[config.mk]
export PLATFORM = sky130hd
export DESIGN_NAME = wrac_mac
export DESIGN_NICKNAME = d
export VERILOG_FILES = /design/src/rtl/core/wrac_pkg.sv /design/src/rtl/core/wrac_mac.sv
export SDC_FILE = /design/constraint.sdc
export NUM_CORES = 1
export LEC_CHECK = 0
export BUFFER_PORTS_ARGS = -buffer_cell sky130_fd_sc_hd__buf_2
export CAP_MARGIN = 20
export CORE_MARGIN = 5
export CORE_UTILIZATION = 45
export CTS_BUF_LIST = sky130_fd_sc_hd__clkbuf_4
export CTS_CLUSTER_SIZE = 30
export DETAILED_ROUTE_END_ITERATION = 8
export PLACE_DENSITY_LB_ADDON = 0.15
export REMOVE_ABC_BUFFERS = 1
export SLEW_MARGIN = 15
export SYNTH_ARGS = -nofsm -noshare
export SYNTH_HDL_FRONTEND = slang
export SYNTH_SLANG_ARGS = --single-unit
[constraint.sdc]
create_clock -name clk -period 19.29 [get_ports clk]
set_input_delay 2.8935 -clock clk [delete_from_list [all_inputs] [get_ports clk]]
set_output_delay 2.8935 -clock clk [all_outputs]
set_load 0.02 [all_outputs]
[src/rtl/core/wrac_pkg.sv]
// Shared types and constants for the windowed return autocorrelation block.
package wrac_pkg;

  // Fixed field widths of the streaming and register interfaces.
  localparam int IN_TDATA_W  = 24;
  localparam int OUT_TDATA_W = 32;
  localparam int LAG_W       = 6;
  localparam int RHO_W       = 16;
  localparam int TAU_W       = 6;
  localparam int KIND_W      = 2;
  localparam int OUT_PAD_W   = OUT_TDATA_W - LAG_W - RHO_W - TAU_W;
  localparam int WIN_W       = 11;
  localparam int CFG_AW      = 3;
  localparam int CFG_DW      = 32;

  // Register reset values.
  localparam logic [WIN_W-1:0] WINDOW_RST   = 11'd200;
  localparam logic [LAG_W-1:0] MAX_LAGS_RST = 6'd10;

  // Register select bit of the byte address and its codes.
  localparam int   REG_SEL_BIT  = 2;
  localparam logic REG_WINDOW   = 1'b0;
  localparam logic REG_MAX_LAGS = 1'b1;

  // Quotient format: Q1.15 magnitude with one saturation code.
  localparam int                Q_W       = 16;
  localparam int                QF_BITS   = 15;
  localparam int                QC_W      = 4;
  localparam logic [Q_W-1:0]    Q_SAT     = 16'h8000;
  localparam logic [RHO_W-1:0]  RHO_MAX   = 16'h7FFF;
  localparam logic signed [RHO_W-1:0] INV_E_Q15 = 16'sd12054;

  // Result kinds.
  typedef enum logic [KIND_W-1:0] {
    KIND_RHO   = 2'd0,
    KIND_TAU   = 2'd1,
    KIND_SHORT = 2'd2,
    KIND_FLAT  = 2'd3
  } kind_t;

  // Control of the shared multiply-accumulate unit.
  typedef struct packed {
    logic clr;   // clear the accumulator
    logic load;  // latch new operand magnitudes and sign
    logic step;  // add or subtract one partial product
  } mac_ctl_t;

endpackage

[src/rtl/core/wrac_mac.sv]
// Shared multiply-accumulate unit: one signed product in four partial-product beats.
module wrac_mac #(
  parameter int MAG_W = 36,
  parameter int ACC_W = 85
) (
  input  logic                    clk,
  input  logic                    rst_n,
  input  wrac_pkg::mac_ctl_t      ctl,
  input  logic [MAG_W-1:0]        a_mag,
  input  logic [MAG_W-1:0]        b_mag,
  input  logic                    neg,
  output logic signed [ACC_W-1:0] acc,
  output logic                    last_step
);
  import wrac_pkg::*;

  localparam int H = (MAG_W + 1) / 2;

  logic [2*H-1:0]          a_r, b_r;
  logic                    neg_r;
  logic [1:0]              idx_r;
  logic signed [ACC_W-1:0] acc_r;
  logic [H-1:0]            op_a, op_b;
  logic [2*H-1:0]          pp;
  logic signed [ACC_W-1:0] pp_ext;

  // Pick the halves for this beat and place the partial product.
  always_comb begin
    case (idx_r)
      2'd0: begin
        op_a   = a_r[H-1:0];
        op_b   = b_r[H-1:0];
      end
      2'd1: begin
        op_a   = a_r[H-1:0];
        op_b   = b_r[2*H-1:H];
      end
      2'd2: begin
        op_a   = a_r[2*H-1:H];
        op_b   = b_r[H-1:0];
      end
      default: begin
        op_a   = a_r[2*H-1:H];
        op_b   = b_r[2*H-1:H];
      end
    endcase
    pp = op_a * op_b;
    case (idx_r)
      2'd0:    pp_ext = ACC_W'(pp);
      2'd1:    pp_ext = ACC_W'(pp) << H;
      2'd2:    pp_ext = ACC_W'(pp) << H;
      default: pp_ext = ACC_W'(pp) << (2 * H);
    endcase
  end

  // Beat counter.
  always_ff @(posedge clk) begin
    if (!rst_n) begin
      idx_r <= '0;
    end else if (ctl.load) begin
      idx_r <= '0;
    end else if (ctl.step) begin
      idx_r <= idx_r + 2'd1;
    end
  end

  // Operands and accumulator.
  always_ff @(posedge clk) begin
    if (ctl.load) begin
      a_r   <= (2*H)'(a_mag);
      b_r   <= (2*H)'(b_mag);
      neg_r <= neg;
    end
    if (ctl.clr) begin
      acc_r <= '0;
    end else if (ctl.step) begin
      acc_r <= neg_r ? acc_r - pp_ext : acc_r + pp_ext;
    end
  end

  assign acc       = acc_r;
  assign last_step = (idx_r == 2'd3);

endmodule

### Word-level counts from Yosys, hierarchy flattened

Cells that the tools add are included.

* bitwise operators: 1
* reduce and logical (&&, ||, !) cells: 5
* muxes and demuxes: 4
* add/subtract/negate cells: 3
* multiply operators: 1
* equal/unequal tests: 3

Operators with widths (number)
* 72-bit one-hot mux with 2 select lines: 1
* 85-bit adder: 1
* 85-bit two-way mux: 1
* 85-bit subtractor: 1
* 18-bit by 18-bit multiplier with 36-bit output: 1
* 18-bit two-way mux: 2
* 2-bit OR reduction: 4
* 2-bit equality test, second input constant: 2
* 2-bit by 1-bit adder with 2-bit output, second input constant: 1
* 2-bit by 1-bit equality test with 1-bit output, second input constant: 1
* 2-bit logical NOT: 1
* 1-bit NOT: 1

* register bits after elaboration: 160
* word-level logic and storage cells: 22
* input bits: 78

### Longest topological paths before layout

Gate-level depths: netlist (run 1).

* word-level depth: 7
* depth in mapped cells: 49
* depth with buffers taken out: 43

### Worst setup path before layout (run 1)

No wires, ideal clock.

* kind: register to register
* from: reg idx_r[0]
* to: reg acc_r[68], in the netlist acc[68]
* period minus slack after synthesis: 11924 ps
* stages on the path, launching flop included: 46
* arrival: 11796 ps
* library setup time: 128 ps
* required time: 19162 ps
* slack: 7366 ps
* cell sequence: dfxtp_1 -> inv_1 -> ha_1 -> nor2_1 -> clkbuf_1 -> clkbuf_1 -> mux2i_1 -> nor2_1 -> fa_1 -> inv_1 -> fa_1 -> fa_1 -> inv_1 -> fa_1 -> fa_1 -> inv_1 -> fa_1 -> inv_1 -> (+10 left out) -> clkbuf_1 -> nor4b_1 -> nor2_1 -> xor2_1 -> ha_1 -> clkbuf_1 -> a21o_1 -> a21o_1 -> a21o_1 -> a21oi_1 -> o21ai_0 -> a221o_1 -> a311oi_1 -> a21boi_0 -> o21ai_0 -> o21bai_1 -> xnor2_1 -> o21ai_0

* longest elaborated chain between the ends: 7
* elaborated cells on any way between the ends: 13
* those cells by class: add/sub: 2; mul: 1; eq/ne: 2; mux: 4; reduce/logical: 4

RTL lines
* start: declaration: line wrac_mac.sv:21 `logic [1:0] idx_r;`
* start signal: assignment: line wrac_mac.sv:63 `idx_r <= idx_r + 2'd1;`
* 2-bit by 1-bit equality test with 1-bit output (tied with other cells): line wrac_mac.sv:29, wrac_mac.sv:48
* 2-bit OR reduction (no line)
* 18-bit two-way mux: line wrac_mac.sv:29 `case (idx_r)`
* 18-bit by 18-bit multiplier with 36-bit output: line wrac_mac.sv:47 `pp = op_a * op_b;`
* 72-bit one-hot mux with 2 select lines *: line wrac_mac.sv:48 `case (idx_r)`
* 85-bit adder / 85-bit subtractor (equally long branches): line wrac_mac.sv:77 `acc_r <= neg_r ? acc_r - pp_ext : acc_r + pp_ext;`
* 85-bit two-way mux *: line wrac_mac.sv:77
* end signal: assignment: line wrac_mac.sv:77
* end: declaration: line wrac_mac.sv:22 `logic signed [ACC_W-1:0] acc_r;`

Every way passes the cells marked *; elsewhere a longest branch is shown, timed or not.
A chain may end at the register's enable or synchronous reset.

### Worst setup path in the final report (run 1)

* from: reg idx_r[0]
* to: reg acc_r[84], in the netlist acc[84]

The elaborated chain is that of the path after synthesis.

==> results.py, run 1 <==
metrics = {
    "worst_setup_path": {
        "critical_path_required_ns": 20.05,
        "worstSetupPathType": "flop to flop",
        "critical_path.endpoint_type": "flop",
        "setup.worst_path.start_class": "flop",
        "critical-path-top-cell-by-count": "sky130_fd_sc_hd__fa_1",
        "slowest_delay_ns": 0.95,
        "critPathArrivalTime_ns": 14.67,
        "worst_path_max_delay_cell": "sky130_fd_sc_hd__mux2i_1",
        "cp_max_fo": 35,
    },
    "floorplan": {
        "core_sq_mm": 0.0551,
        "fp.dieArea_sq_mm": 0.0605,
        "core.rowCount": 86,
        "floorplan.io_pins": 164,
        "die_width_um": 246,
        "die_outline_height_um": 246,
        "initial_core_util_pct": 45.4,
    },
    "clock_tree": {
        "cts_setup_buffers": 0,
        "cts_tree": "yes",
        "total_cts_buffers": 17,
        "cts-hold-fix-buffers": 0,
        "clock_tree.root_cell": "sky130_fd_sc_hd__clkbuf_4",
        "max-clock-path-buffers": 2,
        "clk_pin_slew_ns": 0.18,
        "clock_insertion_delay_worst_skew_ns": 0.83,
        "number_of_gates_resized_after_cts": 0,
        "clock_tree.htree_level_count": 4,
        "clkSinkCount": 160,
    },
    "synth": {
        "netlist-cell-type-count": 99,
        "yosys.cell_count.top_type": "sky130_fd_sc_hd__nand2_1",
        "post_synth_instance_area_sq_mm": 0.0250,
        "synth_top_cells_by_count": "sky130_fd_sc_hd__nand2_1 (366), sky130_fd_sc_hd__inv_1 (360), sky130_fd_sc_hd__nor2_1 (320)",
        "postSynthRegisterBits": 160,
        "flip_flop_cell_with_the_highest_count_after_synthesis": "sky130_fd_sc_hd__dfxtp_1",
        "synthesis.yosys.warnings": 0,
        "synth_edf_count": 73,
        "synthesized_instance_count": 3055,
        "synth.top_cell.area_share_pct": 20.5,
        "seq_area_frac_synth_pct": 15.7,
        "yosys.area.top_type": "sky130_fd_sc_hd__fa_1",
        "share_of_synthesized_flip_flops_with_an_asynchronous_set_or_reset_pct": 0,
        "synth.avg_cell_area_sq_um": 8.20,
        "synth.area.top_cells": "sky130_fd_sc_hd__fa_1 (21%), sky130_fd_sc_hd__ha_1 (9.9%), sky130_fd_sc_hd__edfxtp_1 (8.8%)",
    },
    "sta": {
        "worst_slew_pin_slew_ns": 1.07,
        "slew_viols_final": 0,
        "hold-worst-slack_ns": 0.498,
        "timing_hold_violations_final": 0,
        "finalSetupViolCount": 0,
        "post_layout_worst_setup_margin_ns": 5.39,
        "min_period_ns": 13.90,
        "tns_ns": 0,
        "fin_worst_skew_ns": 0.0523,
        "setup_repair_after_global_routing_missed_its_margin": "false",
        "max_slew_margin_pct": 26.5,
        "achievable-frequency_mhz": 71.9,
        "final_min_period_over_clock_period_pct": 72.1,
    },
    "detailed_routing": {
        "top_signal_layer_used": "met4",
        "wl_per_cell_um": 21.4,
        "drt_pre_antenna_iters": 6,
        "count_of_antenna_violating_nets_left_after_detailed_routing": 0,
        "met3WireLength_mm": 5.96,
        "drt-initial-drc-count": 1881,
        "vias_per_cell": 5.87,
        "drt-met1-wl_mm": 37.6,
        "wirelength_mm": 83.5,
        "dr_wl_met2_mm": 37.9,
        "drcViolationCount": 0,
        "vias": 22900,
    },
    "final_layout": {
        "final_instance_count_without_filler_cells": 3895,
        "fillerInstances": 5506,
        "multi_input_comb_area_sq_mm": 0.0192,
        "nNetsFinal": 3661,
        "final_layout_size_suffix_gt1_share_pct": 10.4,
        "area.sequential_sq_mm": 0.00393,
        "areaGrowthSynthToFinish_pct": 7.30,
    },
    "grt": {
        "largest_net_degree_at_the_start_of_global_routing": 75,
        "global_route_usage_over_all_layers_pct": 27.7,
        "grt_remaining_overflow": 0,
        "grt_pass1_vias": 23000,
        "antenna_found_initial": 2,
        "grt_first_pass_wirelength_mm": 131,
    },
    "placed_design": {
        "numPortBuffers": 163,
        "dp_worst_setup_slack_ns": 5.54,
        "dp.final_hpwl_mm": 67.8,
        "placed_cells": 3854,
        "place_congestion": 0.931,
    },
    "run": {
        "number_of_max_cap_violations": 0,
    },
    "worst_hold_path": {
        "hold_path.class": "flop to flop",
    },
    "outcome": {
        "outcome": "finished, final reports clean",
    },
}
==> stage by stage <==
| step | area [sq um] | utilization, % |
|---|---|---|
| final | 26900 | 48.8 |
| after global routing | 26900 | 48.7 |
| after CTS | 26800 | 48.7 |
| after detailed placement | 26500 | 48.1 |
| after global placement | 26500 | 48.1 |
| after floorplan | 24400 | - |
==> flip-flops by register name, indices dropped and copies added (netlist names) <==
| register | count |
|---|---|
| neg_r | 1 |
| a_r | 36 |
| b_r | 36 |
| idx_r | 2 |
| acc | 85 |
==> worst max-delay path, delay by kind of cell, from the launching register on <==
family / cells / cell delay, ns
AOI/OAI and AO/OA: 16 / 4.46
and+or+nand+nor: 7 / 2.36
adders and majority gates: 9 / 4.38
xor gates and xnor gates: 1 / 0.40
buffers and inverters: 6 / 0.79
muxes: 1 / 0.95
DFF: 1 / 0.43
==> cell families (layout without fill, tap and decap cells) <==
logic type	after synthesis	after routing	share of synthesized area, %
buf+inv	514	599	7.85
other cells	0	7	0
mux	121	121	5.01
simple gates	978	978	18.0
compound gates	682	682	17.9
xor+xnor	144	144	5.04
flops	160	160	15.7
fa+ha+maj	456	456	30.5
==> path summary, 6_finish.rpt <==
| path | startpoint | end | slack, ns | depth (start not counted) |
|---|---|---|---|---|
| setup / recovery | idx_r[0] | acc[84] | 5.39 | 40 |
| hold reg to reg | acc[80] | acc[80] | 0.50 | 2 |
| hold / removal | acc[80] | acc[80] | 0.50 | 2 |
| setup reg to reg | idx_r[0] | acc[84] | 5.39 | 40 |
==> final cells by class <==
| class | count | share of cell area, % |
|---|---|---|
| antenna | 7 | 0.0652 |
| clock buffer | 17 | 0.475 |
| clock inverter | 15 | 0.671 |
| inverter | 362 | 5.06 |
| multi-input combinational | 2381 | 71.4 |
| sequential | 160 | 14.6 |
| tap | 748 | 3.48 |
| timing repair buffer | 205 | 4.23 |
==> metal layers <==
metal	vias to the layer above	track usage, %
met5	-	0
met4	0	7.61
met3	143	5.21
met2	834	44.6
met1	11300	38.5
li1	10600	-
==> cell usage in the layout, fill, tap and decap left out, types with 8 or more instances in the layout <==
master,Yosys,layout
sky130_fd_sc_hd__and4_1,9,9
sky130_fd_sc_hd__nand3_1,33,33
sky130_fd_sc_hd__or3_1,10,10
sky130_fd_sc_hd__ha_1,199,198
sky130_fd_sc_hd__clkbuf_4,0,17
sky130_fd_sc_hd__a211oi_1,22,22
sky130_fd_sc_hd__xor2_1,71,71
sky130_fd_sc_hd__buf_4,0,44
sky130_fd_sc_hd__and2_1,20,20
sky130_fd_sc_hd__o21a_1,19,19
sky130_fd_sc_hd__nor2_1,320,318
sky130_fd_sc_hd__o31ai_1,9,9
sky130_fd_sc_hd__a31o_2,9,9
sky130_fd_sc_hd__nand4_1,33,33
sky130_fd_sc_hd__o21bai_1,29,29
sky130_fd_sc_hd__dfxtp_1,87,87
sky130_fd_sc_hd__a21oi_1,198,198
sky130_fd_sc_hd__nor3_1,48,48
sky130_fd_sc_hd__edfxtp_1,73,73
sky130_fd_sc_hd__a21boi_0,8,8
sky130_fd_sc_hd__mux2i_1,86,85
sky130_fd_sc_hd__inv_1,360,360
sky130_fd_sc_hd__o211ai_1,11,11
sky130_fd_sc_hd__nand2_1,366,366
sky130_fd_sc_hd__buf_2,10,161
sky130_fd_sc_hd__or2_2,11,11
sky130_fd_sc_hd__and3_1,24,24
sky130_fd_sc_hd__o21ai_0,138,138
sky130_fd_sc_hd__a21o_1,76,76
sky130_fd_sc_hd__nand2b_1,17,17
sky130_fd_sc_hd__a211o_1,12,12
sky130_fd_sc_hd__xnor2_1,73,73
sky130_fd_sc_hd__or4_1,8,8
sky130_fd_sc_hd__a22oi_1,23,23
sky130_fd_sc_hd__nor2b_1,27,25
sky130_fd_sc_hd__fa_1,257,257
sky130_fd_sc_hd__nor4_1,13,13
sky130_fd_sc_hd__a31oi_1,28,28
sky130_fd_sc_hd__mux2_2,35,35
Power of run 1 is not shown: default switching activity piles up to over one toggle a cycle in this logic, so the estimate is an artifact.
==> inputs of run 2 (changes only) <==
clock period = 12.5 ns   (was 19.29 ns; I/O delays follow)
==> run 2 against run 1 <==
Net effect:
- sequential share of layout area fell by 0.95 points
- highest routed layer is now met5
- critical endpoint unchanged
- die area did not move
- non-clock buffer count rose by 223
- critical path depth rose by 1
==> results.py, run 2 (synthesized netlist as in run 1, its figures left out) <==
metrics = {
    "detailed_routing": {
        "drcViolationCount": 0,
        "wl_per_cell_um": 21.0,
        "count_of_antenna_violating_nets_left_after_detailed_routing": 0,
        "wirelength_mm": 86.4,
        "vias_per_cell": 5.78,
        "vias": 23800,
        "drt_pre_antenna_iters": 7,
        "drt-initial-drc-count": 1784,
    },
    "floorplan": {
        "fp.dieArea_sq_mm": 0.0605,
        "core_sq_mm": 0.0551,
        "initial_core_util_pct": 45.4,
        "core.rowCount": 86,
        "die_outline_height_um": 246,
        "floorplan.io_pins": 164,
        "die_width_um": 246,
    },
    "clock_tree": {
        "total_cts_buffers": 17,
        "clock_tree.htree_level_count": 4,
        "max-clock-path-buffers": 2,
        "clkSinkCount": 160,
        "clk_pin_slew_ns": 0.17,
        "clock_tree.root_cell": "sky130_fd_sc_hd__clkbuf_4",
        "clock_insertion_delay_worst_skew_ns": 0.79,
        "cts_tree": "yes",
        "cts-hold-fix-buffers": 0,
    },
    "grt": {
        "grt_first_pass_wirelength_mm": 135,
        "grt_remaining_overflow": 0,
        "largest_net_degree_at_the_start_of_global_routing": 75,
        "antenna_found_initial": 2,
        "global_route_usage_over_all_layers_pct": 28.6,
        "grt_pass1_vias": 24000,
    },
    "final_layout": {
        "areaGrowthSynthToFinish_pct": 14.8,
        "final_core_util_pct": 52.2,
        "fillerInstances": 5372,
        "final_instance_count_without_filler_cells": 4113,
        "layout.cells.most_common": "sky130_fd_sc_hd__nand2_1",
        "final_layout_size_suffix_gt1_share_pct": 16.8,
        "nNetsFinal": 3884,
        "largest_reg_flops": 85,
        "area.sequential_sq_mm": 0.00394,
        "layout.cells.most_common_list": "sky130_fd_sc_hd__nand2_1 (366), sky130_fd_sc_hd__inv_1 (360), sky130_fd_sc_hd__nor2_1 (318)",
        "multi_input_comb_area_sq_mm": 0.0193,
    },
    "sta": {
        "finalSetupViolCount": 0,
        "min_period_ns": 12.01,
        "achievable-frequency_mhz": 83.3,
        "tns_ns": 0,
        "final_min_period_over_clock_period_pct": 96.1,
        "worst_slew_pin_slew_ns": 1.03,
        "fin_worst_skew_ns": 0.0346,
        "timing_hold_violations_final": 0,
        "hold-worst-slack_ns": 0.495,
        "slew_viols_final": 0,
        "max_slew_margin_pct": 30.9,
    },
    "worst_hold_path": {
        "holdCritStartpoint": "acc[62]",
        "timing.hold.worst_endpoint": "acc[62]",
        "timing.hold.worst_path_depth": 2,
        "hold_path.class": "flop to flop",
    },
    "outcome": {
        "outcome": "finished, final reports clean",
    },
    "worst_setup_path": {
        "r2r-end": "acc[84]",
        "r2r-start": "idx_r[0]",
        "setup.worst_path.start_class": "flop",
        "critical-path-top-cell-by-count": "sky130_fd_sc_hd__fa_1",
        "worstSetupPathType": "flop to flop",
        "slowest_delay_ns": 0.57,
        "rrSetupSlack_ns": 0.49,
        "cp_max_fo": 13,
        "worst_path_max_delay_cell": "sky130_fd_sc_hd__fa_1",
        "critical_path_required_ns": 13.16,
        "critical_path.endpoint_type": "flop",
        "critPathArrivalTime_ns": 12.67,
        "worstRegToRegCells": 41,
    },
    "placed_design": {
        "dp.final_hpwl_mm": 70.9,
        "numPortBuffers": 163,
        "placed_cells": 4067,
        "place_congestion": 0.963,
    },
    "run": {
        "number_of_max_cap_violations": 0,
    },
}
-- run 2: cell count changes in the layout (fill, tap and decap cells not counted), moves of 5 or more --
cell / delta
sky130_fd_sc_hd__ha_1: -5
sky130_fd_sc_hd__ha_2: +5
sky130_fd_sc_hd__mux2_4: +9
sky130_fd_sc_hd__mux2_2: -9
sky130_fd_sc_hd__diode_2: -5
sky130_fd_sc_hd__buf_4: +218
-- run 2: area by class of cell --
cell class | count | area share, %
antenna | 2 | 0.0174
clock buffer | 17 | 0.444
clock inverter | 15 | 0.596
inverter | 362 | 4.73
multi-input combinational | 2381 | 67.3
sequential | 160 | 13.7
tap | 748 | 3.25
timing repair buffer | 428 | 10.0
-- run 2: worst max-delay path, delay by kind of cell, from the launching register on --
family	cells	cell delay [ns]
AOI/OAI and AO/OA	16	4.12
and+or+nand+nor	7	1.60
buffers and inverters	7	0.79
DFF	1	0.40
muxes	1	0.47
adders and majority gates	9	4.23
xor gates and xnor gates	1	0.18
-- run 2: layer usage --
metal  vias to the layer above  track usage (%)  wire, um  part of all wire, %
li1                      11000                -         -                    -
met1                     11800             39.5     38200                   44
met2                       884             45.9     39100                   45
met3                       145             5.27      6580                  7.6
met4                         2             8.53      2460                  2.8
met5                         -                0        34                0.039
-- run 2: how the worst max path moves through the flow --
stage | to | startpoint | slack, ns
2_1_floorplan | acc[84] | idx_r[0] | -0.51
3_3_place_gp | acc[84] | idx_r[0] | -0.06
3_5_place_dp | acc[84] | idx_r[0] | -0.23
4_1_cts | acc[84] | idx_r[0] | 0.08
5_1_grt | acc[84] | idx_r[0] | -0.03
6_report | acc[84] | idx_r[0] | 0.49
-- run 2: stage by stage --
step / instance area (sq um) / setup WS [ns]
2_1_floorplan: 24400 / -0.511
3_3_place_gp: 28100 / -0.0634
3_5_place_dp: 28100 / -0.228
4_1_cts: 28500 / 0.0846
5_1_grt: 28800 / -0.0286
6_report: 28800 / 0.490
-- run 2: timing repair --
item / CTS / global route
setup buffers: 0 / 11
resized for setup: 3 / 36
pin swaps: 0 / 6
endpoints found under the setup margin: 8 / 23
gates cloned: 0 / 1
Power of run 2 is left out for the same reason.
